### src/design/bbvp_pkg.sv
`timescale 1ns / 1ps
`default_nettype none
// ----------------------------------------------------------------------------
// bbvp_pkg
// Types and constants shared by the basic block vector profiler.
// ----------------------------------------------------------------------------
package bbvp_pkg;

  localparam int unsigned AddrW   = 64;
  localparam int unsigned InsnsW  = 10;
  localparam int unsigned IdentW  = 5;
  localparam int unsigned CountW  = 40;
  localparam int unsigned ValueW  = 48;
  localparam int unsigned TotalW  = 64;
  localparam int unsigned KindW   = 3;

  localparam logic [ValueW-1:0] IntervalReset = ValueW'(100000000);

  typedef enum logic {
    OP_TRANSLATE = 1'b0,
    OP_EXECUTE   = 1'b1
  } op_e;

  typedef enum logic [KindW-1:0] {
    KIND_NEW     = 3'd0,
    KIND_ENTRY   = 3'd1,
    KIND_END     = 3'd2,
    KIND_FULL    = 3'd3,
    KIND_UNKNOWN = 3'd4
  } kind_e;

  typedef enum logic [1:0] {
    CMD_HOLD,
    CMD_INSERT,
    CMD_INCR,
    CMD_ROTATE
  } cmd_e;

  typedef enum logic [1:0] {
    ST_IDLE,
    ST_PROC,
    ST_DUMP,
    ST_FINAL
  } state_e;

  typedef struct packed {
    logic              valid;
    logic [AddrW-1:0]  addr;
    logic [IdentW-1:0] ident;
    logic [InsnsW-1:0] insns;
    logic [CountW-1:0] count;
  } entry_t;

  // broadcast from the controller to every cell
  typedef struct packed {
    cmd_e              cmd;
    logic [AddrW-1:0]  key;
    logic [IdentW-1:0] ident;
    logic [InsnsW-1:0] insns;
  } ctrl_t;

endpackage
`default_nettype wire

### src/design/bbvp_cell.sv
`timescale 1ns / 1ps
`default_nettype none
// ----------------------------------------------------------------------------
// bbvp_cell
// One table slot of the sorted chain: compare, insert shift, count, rotate.
// ----------------------------------------------------------------------------
module bbvp_cell (
  input  wire logic            clk_i,
  input  wire logic            rst_ni,
  input  wire bbvp_pkg::ctrl_t ctrl_i,
  input  wire bbvp_pkg::entry_t prev_i,
  input  wire logic            prev_gt_i,
  input  wire bbvp_pkg::entry_t next_i,
  output bbvp_pkg::entry_t     entry_o,
  output logic                 match_o,
  output logic                 gt_o
);
  import bbvp_pkg::*;

  entry_t entry_q, entry_d;

  assign match_o = entry_q.valid && (entry_q.addr == ctrl_i.key);
  // key belongs at or before this slot
  assign gt_o    = !entry_q.valid || (ctrl_i.key < entry_q.addr);
  assign entry_o = entry_q;

  always_comb begin
    entry_d = entry_q;
    case (ctrl_i.cmd)
      CMD_INSERT: begin
        if (prev_gt_i) begin
          entry_d = prev_i;
        end else if (gt_o) begin
          entry_d.valid = 1'b1;
          entry_d.addr  = ctrl_i.key;
          entry_d.ident = ctrl_i.ident;
          entry_d.insns = ctrl_i.insns;
          entry_d.count = '0;
        end
      end
      CMD_INCR: begin
        if (match_o && (entry_q.count != {CountW{1'b1}})) begin
          entry_d.count = entry_q.count + CountW'(1);
        end
      end
      CMD_ROTATE: entry_d = next_i;
      default:    entry_d = entry_q;
    endcase
  end

  always_ff @(posedge clk_i or negedge rst_ni) begin
    if (!rst_ni) begin
      entry_q <= '0;
    end else begin
      entry_q <= entry_d;
    end
  end

endmodule
`default_nettype wire

### config.mk
export PLATFORM = sky130hd
export DESIGN_NAME = bbvp_cell
export DESIGN_NICKNAME = d
export VERILOG_FILES = /design/src/design/bbvp_pkg.sv /design/src/design/bbvp_cell.sv
export SDC_FILE = /design/constraint.sdc
export NUM_CORES = 1
export LEC_CHECK = 0
export BUFFER_PORTS_ARGS = -buffer_cell sky130_fd_sc_hd__buf_2
export CELL_PAD_IN_SITES_DETAIL_PLACEMENT = 1
export CELL_PAD_IN_SITES_GLOBAL_PLACEMENT = 1
export CORE_AREA = 2 2 172 174
export DETAILED_ROUTE_END_ITERATION = 6
export DIE_AREA = 0 0 174 176
export PLACE_DENSITY_LB_ADDON = 0.1
export SYNTH_ARGS = -nofsm -noshare
export SYNTH_HDL_FRONTEND = slang
export SYNTH_SLANG_ARGS = --single-unit
### constraint.sdc
create_clock -name clk_i -period 4.45 [get_ports clk_i]
set_input_delay 0 -clock clk_i [delete_from_list [all_inputs] [get_ports clk_i]]
set_output_delay 0 -clock clk_i [all_outputs]
set_load 0.1 [all_outputs]
==> flow_metrics.tcl <==
set metrics [dict create \
    wl_per_cell_um 19.71 \
    drive_above_1_share_pct 33.15 \
    cts_buffers 17 \
    final_common_cell "buf_2" \
    drt-total-wl_mm 39.23 \
    synth-seq-cells 120 \
    outcome "finished, final reports clean" \
    core_um2 28550 \
    final_max_slew_viol_count 0 \
    clock_latency_ps 410 \
    final.setup.tns_ps 0 \
    grt_pass1_vias 11017 \
    die_h_um 176 \
    htree_num_levels 4 \
    clock-sinks 120 \
    worst-setup-path-type "reg2reg" \
    row_count 62 \
    fin_nets 1978 \
    io_pins 446 \
    yosysUniqueCellTypes 53 \
    maxCapViolations 0 \
    synth_edf_count 0 \
    dp_slack_ps 648.0 \
    worst_slew_pin_slew_ps 1059 \
    avgSynthCellArea_um2 8.745 \
    start_util_pct 31.83 \
    ys_warn_count 0 \
    hp-class "in2reg" \
    final_cell_mix "443 x buf_2, 143 x mux2i_1, 138 x dlygate4sd3_1" \
    drtAntennaViolNets 0 \
    min_period_over_period_pct 84.51 \
    clk_pin_slew_ps 60 \
    ys.flop_type "dfrtp_1" \
    dp.final_hpwl_mm 28.83 \
    synth_nets 1428 \
    setup_ws_ps 689.1 \
    rsz0062_at_grt "no" \
    irDropWorstVdd_mv 0.1966 \
    drcViolationCount 0 \
    cts_root_buf "clkbuf_16" \
    power-per-cell-area_nw_per_um2 407.9 \
    clockBufferDepth 2 \
    vias_per_cell 5.163 \
    port_buffers 445 \
    drtIter0Drc 453 \
    antenna_found_initial 5 \
    path_max_fanout 28 \
    grt_max_degree 108 \
    fp.dieW_um 174 \
    clock.fmax_mhz 265.9 \
    largest_reg_flops 120 \
    syn_inst 1039 \
    power_leakage_uw 0.007037 \
    finalSetupViolations 0 \
    end_kind "flip-flop" \
    first_pass_iters 5 \
    grt_pass1_wl_mm 61.20 \
    routabilityCongestion 0.8045 \
    grt_remaining_overflow 0 \
    fin_crit_ps 3761 \
    async_flop_share_pct 100.0 \
    startpoint_type "flip-flop" \
    fin_cells 1990 \
    yosysSeqAreaShare_pct 33.05 \
    areaGrowthSynthToFinish_pct 50.83 \
    tritoncts "built" \
    maxSlewHeadroom_pct 29.42 \
    grt.total_usage_pct 25.49 \
    die-area_um2 30620 \
    arrival_ps 4050 \
    worstPathRequired_ps 4740 \
    finalHoldViolCount 0 \
    num_vias 10275 \
    syn-cell-area_um2 9086 \
    finalClockSkew_ps 13.05 \
    dpl.cell_count 1816 \
    fin_util_pct 48.01 \
]
## critical path: stages (launching register included)
cell,delay (ps)
dfrtp_1,350
inv_1,60
ha_1,290
a21o_1,180
a21oi_1,330
o211ai_1,140
a211o_1,290
a21oi_1,230
nand2_1,150
a31oi_4,650
buf_4,530
mux2_2,400
## final timing paths
check | startpoint | slack (ps) | end | cells after the start
max | entry_o[117]$_DFFE_PN0P_ | 690 | entry_o[49]$_DFFE_PN0P_ | 11
min | next_i[17] | 10 | entry_o[17]$_DFFE_PN0P_ | 3
max reg2reg | entry_o[117]$_DFFE_PN0P_ | 690 | entry_o[49]$_DFFE_PN0P_ | 11
min reg2reg | entry_o[47]$_DFFE_PN0P_ | 500 | entry_o[47]$_DFFE_PN0P_ | 1
max in group asynchronous | rst_ni | 3090 | entry_o[67]$_DFFE_PN0P_ | 3
min in group asynchronous | rst_ni | 180 | entry_o[90]$_DFFE_PN0P_ | 2
## synthesized netlist by cell type (all sizes together), types with 12 or more instances
cell / number / area (µm²)
a21oi: 59 / 295.3
a221o: 16 / 161.4
a221oi: 16 / 140.1
a22o: 12 / 105.1
a22oi: 13 / 97.59
and3: 12 / 75.07
buf: 21 / 115.1
clkbuf: 43 / 161.4
dfrtp: 120 / 3003
ha: 65 / 813.3
inv: 73 / 274.0
mux2: 18 / 202.7
mux2i: 143 / 1431
nand2: 131 / 491.7
nand3: 30 / 150.1
nor2: 42 / 157.7
nor3: 17 / 85.08
o21ai: 98 / 490.5
o31ai: 13 / 97.59
## cell type report
class	count	area, µm²
Tap cell	384	480.5
Clock buffer	20	446.7
Clock inverter	12	173.9
Timing Repair Buffer	595	3720
Multi-Input combinational cell	782	5579
Sequential cell	120	3020
Fill cell	3516	14840
Antenna cell	4	10.01
Inverter	73	274.0
## power breakdown
group          switching (µW)  internal, µW  leakage (µW)
Sequential                162          1270       0.00140
Combinational            2010           651       0.00533
Clock                     544           953      0.000304
## kinds of logic after synthesis
| group | Yosys count | synth area share [%] |
|---|---|---|
| AOI/OAI and AO/OA | 271 | 19.10 |
| adders and majority gates | 65 | 8.951 |
| and+or+nand+nor | 285 | 14.86 |
| DFF | 120 | 33.05 |
| buffers and inverters | 137 | 6.059 |
| muxes | 161 | 17.98 |
## routing by layer
metal | share of wire [%] | track usage (%) | vias to the layer above
met2 | 51 | 46.50 | 347
met5 | 0.033 | 0 | -
met4 | 1.8 | 6.933 | 2
met1 | 42 | 30.54 | 4973
met3 | 5.5 | 4.996 | 36
li1 | - | - | 4917
## stage by stage
stage	total power, µW	area (µm²)	hold WS, ps
floorplan	3355	9104	-295.6
global placement	3975	11690	108.8
detailed placement	4012	11690	109.8
CTS	5641	13690	0.6111
global route	5870	13700	3.297
finish	5591	13700	14.12
## timing repair
| action | CTS | global route |
|---|---|---|
| hold buffers | 138 | 0 |
| setup buffers | 0 | 0 |
| hold endpoints to repair | 181 | 0 |
| resized for setup | 0 | 0 |
No activity file was read; power rests on OpenSTA's default activity.
